===== config.mk =====
export PLATFORM = sky130hd
export DESIGN_NAME = greedy_word_wrap
export DESIGN_NICKNAME = d
export VERILOG_FILES = /design/src/gww_pkg.sv /design/src/gww_front.sv /design/src/gww_back.sv /design/src/greedy_word_wrap.sv
export SDC_FILE = /design/constraint.sdc
export NUM_CORES = 1
export LEC_CHECK = 0
export ABC_CLOCK_PERIOD_IN_PS = 7500
export BUFFER_PORTS_ARGS = -buffer_cell sky130_fd_sc_hd__buf_2
export CAP_MARGIN = 20
export CORE_UTILIZATION = 30
export CTS_CLUSTER_DIAMETER = 40
export DETAILED_ROUTE_END_ITERATION = 10
export PLACE_DENSITY_LB_ADDON = 0.3
export SLEW_MARGIN = 20
export SYNTH_ARGS = -nofsm -noshare
export SYNTH_HDL_FRONTEND = slang
export SYNTH_HIERARCHICAL = 1
export SYNTH_SLANG_ARGS = --single-unit
export TNS_END_PERCENT = 5

===== constraint.sdc =====
create_clock -name clk -period 7.5 [get_ports clk]
set_input_delay 0.375 -clock clk [delete_from_list [all_inputs] [get_ports clk]]
set_output_delay 0.375 -clock clk [all_outputs]
set_load 0.1 [all_outputs]

===== src/gww_pkg.sv =====
// shared types, sizes and register codes of the greedy word wrapper
package gww_pkg;

  // sizing
  localparam int GEOMETRY_ENTRIES = 4;
  localparam int SIZE_BITS        = 16;
  localparam int INDEX_BITS       = 16;

  localparam int ENTRY_W  = 2;
  localparam int NUM_GEOM = 4;
  localparam int GEOM_W   = SIZE_BITS + ENTRY_W;
  localparam int CUR_W    = SIZE_BITS + 1;
  localparam int NEED_W   = SIZE_BITS + 2;
  localparam int SUM_W    = SIZE_BITS + 3;
  localparam int CFG_IDX_W  = 3;
  localparam int CFG_DATA_W = GEOM_W;

  localparam logic [GEOM_W-1:0]     GEOM_RESET = GEOM_W'(32'd65535);
  localparam logic [INDEX_BITS-1:0] INDEX_MAX  = {INDEX_BITS{1'b1}};

  // register indexes
  localparam logic [CFG_IDX_W-1:0] REG_FIRST_GEOMETRY = 3'd0;
  localparam logic [CFG_IDX_W-1:0] REG_TRAILING_SPACE = 3'd1;
  localparam logic [CFG_IDX_W-1:0] REG_GEOMETRY_0     = 3'd2;
  localparam logic [CFG_IDX_W-1:0] REG_GEOMETRY_1     = 3'd3;
  localparam logic [CFG_IDX_W-1:0] REG_GEOMETRY_2     = 3'd4;
  localparam logic [CFG_IDX_W-1:0] REG_GEOMETRY_3     = 3'd5;

  // small queues of the front and back parts
  localparam int Q_DEPTH = 2;
  localparam int Q_PTR_W = (Q_DEPTH > 1) ? $clog2(Q_DEPTH) : 1;
  localparam int Q_CNT_W = $clog2(Q_DEPTH + 1);

  typedef struct packed {
    logic [ENTRY_W-1:0]                first_geometry;
    logic [SIZE_BITS-1:0]              trailing_space;
    logic [NUM_GEOM-1:0][GEOM_W-1:0]   geometry;
  } cfg_t;

  // classified word handed from front to back
  typedef struct packed {
    logic [SIZE_BITS-1:0] word_width;
    logic [CUR_W-1:0]     word_gap;
    logic [NEED_W-1:0]    need;
    logic                 final_word;
  } word_t;

  typedef struct packed {
    logic [INDEX_BITS-1:0] break_word_index;
    logic [ENTRY_W-1:0]    new_line_geometry;
  } res_t;

  // front to back handshake
  typedef struct packed {
    logic  valid;
    word_t word;
  } wq_t;

  // geometry entry lookup, out of range entries read entry 0
  function automatic logic [GEOM_W-1:0] entry_reg(
    input logic [NUM_GEOM-1:0][GEOM_W-1:0] geom,
    input logic [ENTRY_W-1:0]              e
  );
    logic [GEOM_W-1:0] r;
    if (int'(e) >= GEOMETRY_ENTRIES) r = geom[0];
    else                             r = geom[e];
    return r;
  endfunction

endpackage


===== src/gww_front.sv =====
// front part: accepts words, precomputes their room needs, queues them
module gww_front (
  input  logic                            clk,
  input  logic                            rst_n,
  input  logic                            in_push,
  output logic                            in_full,
  input  logic [gww_pkg::SIZE_BITS-1:0]   in_word_width,
  input  logic [gww_pkg::SIZE_BITS-1:0]   in_gap_width,
  input  logic                            in_final_word,
  input  logic [gww_pkg::SIZE_BITS-1:0]   trailing_space,
  output gww_pkg::wq_t                    wq,
  input  logic                            wq_pop
);
  import gww_pkg::*;

  word_t              entries [Q_DEPTH];
  logic [Q_PTR_W-1:0] wr_ptr_r, wr_ptr_nxt, rd_ptr_r, rd_ptr_nxt;
  logic [Q_CNT_W-1:0] count_r, count_nxt;
  logic               push, pop;
  word_t              cls;

  // classify: word plus gap, and the total room it needs on this line
  always_comb begin
    cls.word_width = in_word_width;
    cls.word_gap   = CUR_W'(in_word_width) + CUR_W'(in_gap_width);
    cls.need       = NEED_W'(cls.word_gap)
                   + (in_final_word ? NEED_W'(trailing_space) : NEED_W'(0));
    cls.final_word = in_final_word;
  end

  assign in_full = (count_r == Q_CNT_W'(Q_DEPTH));
  assign push    = in_push && !in_full;
  assign pop     = wq_pop && (count_r != '0);

  // queue pointers
  always_comb begin
    wr_ptr_nxt = wr_ptr_r;
    rd_ptr_nxt = rd_ptr_r;
    count_nxt  = count_r;
    if (push) wr_ptr_nxt = (wr_ptr_r == Q_PTR_W'(Q_DEPTH - 1)) ? '0 : wr_ptr_r + 1'b1;
    if (pop)  rd_ptr_nxt = (rd_ptr_r == Q_PTR_W'(Q_DEPTH - 1)) ? '0 : rd_ptr_r + 1'b1;
    if (push && !pop)      count_nxt = count_r + 1'b1;
    else if (pop && !push) count_nxt = count_r - 1'b1;
  end

  always_ff @(posedge clk) begin
    if (!rst_n) begin
      wr_ptr_r <= '0;
      rd_ptr_r <= '0;
      count_r  <= '0;
    end else begin
      wr_ptr_r <= wr_ptr_nxt;
      rd_ptr_r <= rd_ptr_nxt;
      count_r  <= count_nxt;
    end
  end

  // queue storage
  always_ff @(posedge clk) begin
    if (push) entries[wr_ptr_r] <= cls;
  end

  assign wq.valid = (count_r != '0);
  assign wq.word  = entries[rd_ptr_r];

endmodule


===== src/gww_back.sv =====
// back part: line state, fit decision and result queue
module gww_back (
  input  logic                             clk,
  input  logic                             rst_n,
  input  gww_pkg::cfg_t                    cfg,
  input  gww_pkg::wq_t                     wq,
  output logic                             wq_pop,
  output logic                             out_empty,
  input  logic                             out_pop,
  output logic [gww_pkg::INDEX_BITS-1:0]   out_break_word_index,
  output logic [gww_pkg::ENTRY_W-1:0]      out_new_line_geometry
);
  import gww_pkg::*;

  logic [CUR_W-1:0]      cursor_r, cursor_nxt;
  logic [SIZE_BITS-1:0]  cur_width_r, cur_width_nxt;
  logic [ENTRY_W-1:0]    cur_entry_r, cur_entry_nxt;
  logic [INDEX_BITS-1:0] word_count_r, word_count_nxt;

  res_t               entries [Q_DEPTH];
  logic [Q_PTR_W-1:0] wr_ptr_r, wr_ptr_nxt, rd_ptr_r, rd_ptr_nxt;
  logic [Q_CNT_W-1:0] count_r, count_nxt;

  logic              res_full, fire, first, fits, res_push, res_pop;
  logic [SUM_W-1:0]  sum;
  logic [ENTRY_W-1:0] next_entry, first_entry;
  logic [GEOM_W-1:0] cur_geom, next_geom, first_geom;
  res_t              res;

  assign res_full = (count_r == Q_CNT_W'(Q_DEPTH));
  assign fire     = wq.valid && !res_full;
  assign wq_pop   = fire;

  // fit check: cursor plus all the room this word needs against the line
  assign first = (word_count_r == '0);
  assign sum   = SUM_W'(cursor_r) + SUM_W'(wq.word.need);
  assign fits  = (sum <= SUM_W'(cur_width_r));

  // geometry lookups for a new line and for a paragraph start
  assign first_entry = cfg.first_geometry;
  assign first_geom  = entry_reg(cfg.geometry, first_entry);
  assign cur_geom    = entry_reg(cfg.geometry, cur_entry_r);
  assign next_entry  = cur_geom[GEOM_W-1:SIZE_BITS];
  assign next_geom   = entry_reg(cfg.geometry, next_entry);

  assign res_push = fire && !first && !fits;
  assign res.break_word_index  = word_count_r;
  assign res.new_line_geometry = next_entry;

  // line state update
  always_comb begin
    cursor_nxt     = cursor_r;
    cur_width_nxt  = cur_width_r;
    cur_entry_nxt  = cur_entry_r;
    word_count_nxt = word_count_r;
    if (fire) begin
      if (first) begin
        cur_entry_nxt = first_entry;
        cur_width_nxt = first_geom[SIZE_BITS-1:0];
        cursor_nxt    = wq.word.word_gap;
      end else if (fits) begin
        cursor_nxt    = CUR_W'(cursor_r + wq.word.word_gap);
      end else begin
        cur_entry_nxt = next_entry;
        cur_width_nxt = next_geom[SIZE_BITS-1:0];
        cursor_nxt    = CUR_W'(wq.word.word_width);
      end
      if (word_count_r != INDEX_MAX) word_count_nxt = word_count_r + 1'b1;
      // paragraph done, back to the start
      if (wq.word.final_word) begin
        cursor_nxt     = '0;
        cur_width_nxt  = '0;
        cur_entry_nxt  = '0;
        word_count_nxt = '0;
      end
    end
  end

  // result queue pointers
  assign res_pop = out_pop && (count_r != '0);

  always_comb begin
    wr_ptr_nxt = wr_ptr_r;
    rd_ptr_nxt = rd_ptr_r;
    count_nxt  = count_r;
    if (res_push) wr_ptr_nxt = (wr_ptr_r == Q_PTR_W'(Q_DEPTH - 1)) ? '0 : wr_ptr_r + 1'b1;
    if (res_pop)  rd_ptr_nxt = (rd_ptr_r == Q_PTR_W'(Q_DEPTH - 1)) ? '0 : rd_ptr_r + 1'b1;
    if (res_push && !res_pop)      count_nxt = count_r + 1'b1;
    else if (res_pop && !res_push) count_nxt = count_r - 1'b1;
  end

  always_ff @(posedge clk) begin
    if (!rst_n) begin
      cursor_r     <= '0;
      cur_width_r  <= '0;
      cur_entry_r  <= '0;
      word_count_r <= '0;
      wr_ptr_r     <= '0;
      rd_ptr_r     <= '0;
      count_r      <= '0;
    end else begin
      cursor_r     <= cursor_nxt;
      cur_width_r  <= cur_width_nxt;
      cur_entry_r  <= cur_entry_nxt;
      word_count_r <= word_count_nxt;
      wr_ptr_r     <= wr_ptr_nxt;
      rd_ptr_r     <= rd_ptr_nxt;
      count_r      <= count_nxt;
    end
  end

  // result storage
  always_ff @(posedge clk) begin
    if (res_push) entries[wr_ptr_r] <= res;
  end

  assign out_empty             = (count_r == '0);
  assign out_break_word_index  = entries[rd_ptr_r].break_word_index;
  assign out_new_line_geometry = entries[rd_ptr_r].new_line_geometry;

endmodule


===== src/greedy_word_wrap.sv =====
// greedy word wrapper top level: configuration registers, front and back parts
// a word is held in the front queue, then its breakpoint in the result queue
// throughput: one word per cycle while the result queue has room, set by the back part's cursor add and compare loop
// the front and back parts each hold a two-entry queue, so either side may stall alone
// reset (synchronous, rst_n low): line state cleared, both queues empty,
// registers back to their reset values; no clearing pass, ready the next cycle
module greedy_word_wrap (
  input  logic                             clk,
  input  logic                             rst_n,
  input  logic                             in_push,
  output logic                             in_full,
  input  logic [gww_pkg::SIZE_BITS-1:0]    in_word_width,
  input  logic [gww_pkg::SIZE_BITS-1:0]    in_gap_width,
  input  logic                             in_final_word,
  output logic                             out_empty,
  input  logic                             out_pop,
  output logic [gww_pkg::INDEX_BITS-1:0]   out_break_word_index,
  output logic [gww_pkg::ENTRY_W-1:0]      out_new_line_geometry,
  input  logic                             cfg_valid,
  output logic                             cfg_ready,
  input  logic [gww_pkg::CFG_IDX_W-1:0]    cfg_index,
  input  logic [gww_pkg::CFG_DATA_W-1:0]   cfg_data
);
  import gww_pkg::*;

  cfg_t cfg_r, cfg_nxt;
  wq_t  wq;
  logic wq_pop;
  logic cfg_we;

  assign cfg_ready = 1'b1;
  assign cfg_we    = cfg_valid && cfg_ready;

  // register writes, unknown indexes dropped
  always_comb begin
    cfg_nxt = cfg_r;
    if (cfg_we) begin
      case (cfg_index)
        REG_FIRST_GEOMETRY: cfg_nxt.first_geometry = cfg_data[ENTRY_W-1:0];
        REG_TRAILING_SPACE: cfg_nxt.trailing_space = cfg_data[SIZE_BITS-1:0];
        REG_GEOMETRY_0:     cfg_nxt.geometry[0]    = cfg_data;
        REG_GEOMETRY_1:     cfg_nxt.geometry[1]    = cfg_data;
        REG_GEOMETRY_2:     cfg_nxt.geometry[2]    = cfg_data;
        REG_GEOMETRY_3:     cfg_nxt.geometry[3]    = cfg_data;
        default:            cfg_nxt = cfg_r;
      endcase
    end
  end

  always_ff @(posedge clk) begin
    if (!rst_n) begin
      cfg_r.first_geometry <= '0;
      cfg_r.trailing_space <= '0;
      cfg_r.geometry       <= {NUM_GEOM{GEOM_RESET}};
    end else begin
      cfg_r <= cfg_nxt;
    end
  end

  gww_front u_front (
    .clk            (clk),
    .rst_n          (rst_n),
    .in_push        (in_push),
    .in_full        (in_full),
    .in_word_width  (in_word_width),
    .in_gap_width   (in_gap_width),
    .in_final_word  (in_final_word),
    .trailing_space (cfg_r.trailing_space),
    .wq             (wq),
    .wq_pop         (wq_pop)
  );

  gww_back u_back (
    .clk                   (clk),
    .rst_n                 (rst_n),
    .cfg                   (cfg_r),
    .wq                    (wq),
    .wq_pop                (wq_pop),
    .out_empty             (out_empty),
    .out_pop               (out_pop),
    .out_break_word_index  (out_break_word_index),
    .out_new_line_geometry (out_new_line_geometry)
  );

  // after reset both queues are empty
  a_reset_empty: assert property (@(posedge clk)
    !rst_n |=> (out_empty && !in_full && !wq.valid))
    else $error("queues not empty after reset");

  // back part only takes a word the front part holds
  a_pop_valid: assert property (@(posedge clk) disable iff (!rst_n)
    wq_pop |-> wq.valid)
    else $error("back part took a word from an empty queue");

  // back part stalls only on a full result queue, so results must be waiting
  a_stall_cause: assert property (@(posedge clk) disable iff (!rst_n)
    (wq.valid && !wq_pop) |-> !out_empty)
    else $error("back part stalled with no result waiting");

  // input side full means the front queue holds a word for the back part
  a_full_has_word: assert property (@(posedge clk) disable iff (!rst_n)
    in_full |-> wq.valid)
    else $error("input full while front queue empty");

endmodule

==> run summary <==
The flow ran to the end, and the final reports show no timing, DRC or antenna violations. The CTS H-tree depth came out at 2. The post-layout net count is around 1.6k. Counting every net in the synthesized netlist gives 1521. The number of cells produced by synthesis came out at ~1.4k.

Setup repair after global routing left no endpoint under its margin. The final clock skew is between 0.02 and 0.025 ns. The final hold violation count was 0.

The final critical delay including setup and external delays is about 5.8 ns. The placement-stage worst setup slack is about 1.7 ns. Walking the worst path, the cells encountered are mux2_2, ha_1, a211oi_1, o21ai_0, a211oi_1, o21bai_1, a211oi_1, o31ai_1, a21oi_1, xnor2_1, ha_1, nand2_1, nor2_1, a221oi_1, o211ai_1, a221o_1, a211oi_4, buf_4, nor2_1, ha_1, or3_1, a21oi_1. The global-route track usage on met1 is 0.171. The finished cells cover about 0.019 mm². TritonCTS built the clock tree. The maximum root-to-sink buffer count came out at 3.

Ranked by total cell area, the synthesized netlist is headed by edfxtp_1, dfxtp_1, mux2i_1, ha_1, mux2_2. The final core utilization came out at 0.360. In this run the vertical extent of the chip is roughly 230 µm. The initial utilization of the core area, before any placement, comes to 0.306. The floorplan core area is approximately 0.052 mm².

The number of standard-cell rows in the floorplan came out at 83. Measured along the x axis, the die boundary spans 232 µm. The number of maximum-capacitance constraint violations came out at 0. For met2 alone, demand over resource in global routing was 0.231. The post-synthesis cell area is around 0.016 mm². The antenna cell count is 0.

The maximum fanout along the worst path came out at 22. The signal arrival time at the worst endpoint came out at ~6.4 ns. The worst-skew pair later-pin latency came out at between 0.5 and 0.6 ns. Timing would allow up to 171 MHz. The TritonCTS buffer count is 49. The biggest cell delay along the critical path is about 0.66 ns. The sum of overflow across all layers after global routing is 0. The average wire per cell in the routed design came out at around 16 µm. The detail route stage leaves a number of antenna-violating nets equal to 0.

The global routing stage identified its most utilized layer as met2. STA classifies the critical path startpoint as a register. The endpoint required time on the critical path is around 8.0 ns.

In the finished design, the share of the clock period the worst path needs comes to 0.780. Of the post-synthesis cell area, the dominant cell type holds 0.265. The number of pins with negative max-slew slack in the final report is 0.

The cell with the largest stage delay on the worst path is dfxtp_2. The worst setup path is captured at a register. The mean area per synthesized cell is 11.6 µm².

The final wirelength is ~36 mm. Counting flops with a built-in enable in the synthesized netlist gives between 100 and 150. The share of layout cells above drive strength 1 came out at 0.208.

dfxtp_1 is the most common cell in the netlist. The number of distinct library cells after synthesis is slightly below 80. For this design the top-level I/O count stands at 80. Counting instances in the post-synthesis netlist gives the leading cell types as dfxtp_1, edfxtp_1, mux2i_1. The area of placed instances is 0.0169 mm². For this run, the leading register cell type out of synthesis is dfxtp_1. The transition time at the pin with the least slew margin is ~1.1 ns. The detailed-route DRC error count is 0. Summed over all failing endpoints, the final setup total negative slack is 0 ns. From synthesis to final layout, the design area changed by 17.6%.

The HPWL after detailed placement is ~25 mm. The warning count from the yosys run is 6. The overall routing resource usage is 0.136.

The biggest area contributor in the post-synthesis netlist is edfxtp_1. The class of the tightest hold or removal check is in2reg. The power density of the placed cells is ~350 mW/mm². The leakage power is 7.14 nW. The floorplan die area is roughly 0.054 mm².

The share of synthesized area occupied by flip-flops and latches came out at 0.455. The port buffer count is 78. The critical path in this run is classified as reg2reg. The setup slack on the worst flop-to-flop path is 1.65 ns.

The initial antenna violation count is 0. Routability-driven placement finished with a final weighted congestion of between 0.8 and 0.9. The setup-violating endpoint count in the final report is 0. The detail-routed via count per cell came out at roughly 5. The first global-routing pass estimated 57.7 mm of wire. The clock drives between 200 and 300 sinks. The final worst-path setup slack came out at 1.65 ns. Entering global routing, the biggest net connects 71 pins. The total via count after detailed routing is 10.7k. The number of flip-flops and latches in the synthesized netlist came out at about 290. Headroom to the max-slew limit came out at 0.271. The iteration count of the initial detailed-routing pass came out at 5. Clock-pin slew was measured on the worst setup and hold paths at around 0.050 ns. The share of async-settable or async-resettable flops after synthesis came out at 0. The iteration-0 DRC count of the detailed router came out at 573.

The global routing met3 resource utilization is 0.0273. The via count of the first global-routing pass is 10.6k. Clock tree synthesis selected as its root buffer the cell clkbuf_16.

Across the VDD grid, the largest voltage drop is 0.187 mV.
## kinds of logic after synthesis
group	Yosys count	share of synthesized area
adder cells (fa/ha/maj)	90	0.0728
AND/OR/NAND/NOR	341	0.111
flip-flops	291	0.455
AO/OA/AOI/OAI	253	0.114
buffers and inverters	95	0.0307
multiplexers	230	0.177
XOR/XNOR	71	0.0392
other	1	0.000236
## cell usage in the layout, fill, tap and decap left out, types with 8 or more instances in the layout
master           n
nand2_1         78
o21a_1          10
a21o_1          23
edfxtp_1       140
nor3_1          13
o2bb2ai_2       10
xor2_1          28
o21ai_0         54
o2bb2ai_1        8
clkinvlp_4       8
a22oi_1         16
o21bai_1         9
inv_1           36
mux4_2          34
a21oi_1         58
and2_1          27
nor2b_1         84
a211oi_1        15
xnor2_1         43
ha_1            86
buf_4           13
clkinv_2        10
nor2_1          73
nand3_1         22
clkbuf_16       50
dfxtp_1        150
mux2_2          70
dlygate4sd3_1   14
mux2i_1        126
buf_2           77
## critical path, delay by kind of cell (launching register included)
kind,cells,cell delay [ns]
mux,1,0.42
flops,1,0.66
compound gates,12,2.61
fa+ha+maj,3,0.91
xor+xnor,1,0.14
simple gates,4,0.64
buf+inv,1,0.34
## through the flow
stage | hold WS [ns] | cells | power (mW)
after global placement | 0.440 | 2084 | 4.35
after CTS | 0.0116 | 2188 | 6.62
after global routing | 0.0130 | 2188 | 6.94
final | 0.0433 | 2188 | 6.53
after floorplan | 0.430 | 1372 | 3.90
after detailed placement | 0.446 | 2084 | 4.40
## final cells by class
| type | count | area (µm²) |
|---|---|---|
| clock buffer | 55 | 1290 |
| clock inverter | 35 | 350 |
| fill | 5073 | 33200 |
| inverter | 37 | 139 |
| multi-input combinational | 986 | 8190 |
| sequential | 291 | 7230 |
| tap | 680 | 851 |
| timing repair buffer | 104 | 623 |
## flip-flops by register name, summed over array words and instances, names as in the netlist, 2 cells and up, named ones only
signal and count:
u_back/entries 36, cfg_r 90, u_back/cur_entry_r 2, u_front/count_r 2, u_back/cursor_r 17, u_front/entries 104
u_back/count_r 2, u_back/word_count_r 16, u_back/cur_width_r 16
## final timing paths
check | start | endpoint | depth (start not counted)
max | register | u_back/count_r[1] | 22
min | in_word_width[15] | u_front/entries[1][51] | 1
max reg2reg | register | u_back/count_r[1] | 22
min reg2reg | cfg_r[17] | cfg_r[17] | 2
## where the power goes
group          internal (mW)  total [mW]  switching (mW)
Combinational          0.923        2.34            1.41
Sequential              1.90        2.03           0.133
Clock                   1.36        2.17           0.808
Total                   4.18        6.53            2.35
## layer usage
metal  up-vias  routed length (µm)
li1       5303                   -
met1      5224               16300
met2       165               17600
met3        51                1280
met4         0                 828
met5         -                   0
## timing repair
action	in CTS	in global routing
hold endpoints to repair	28	0
setup endpoints to repair	0	0
setup buffers	0	0
hold buffers	14	0
gates resized for setup	0	0
No activity file was read; power rests on OpenSTA's default activity.
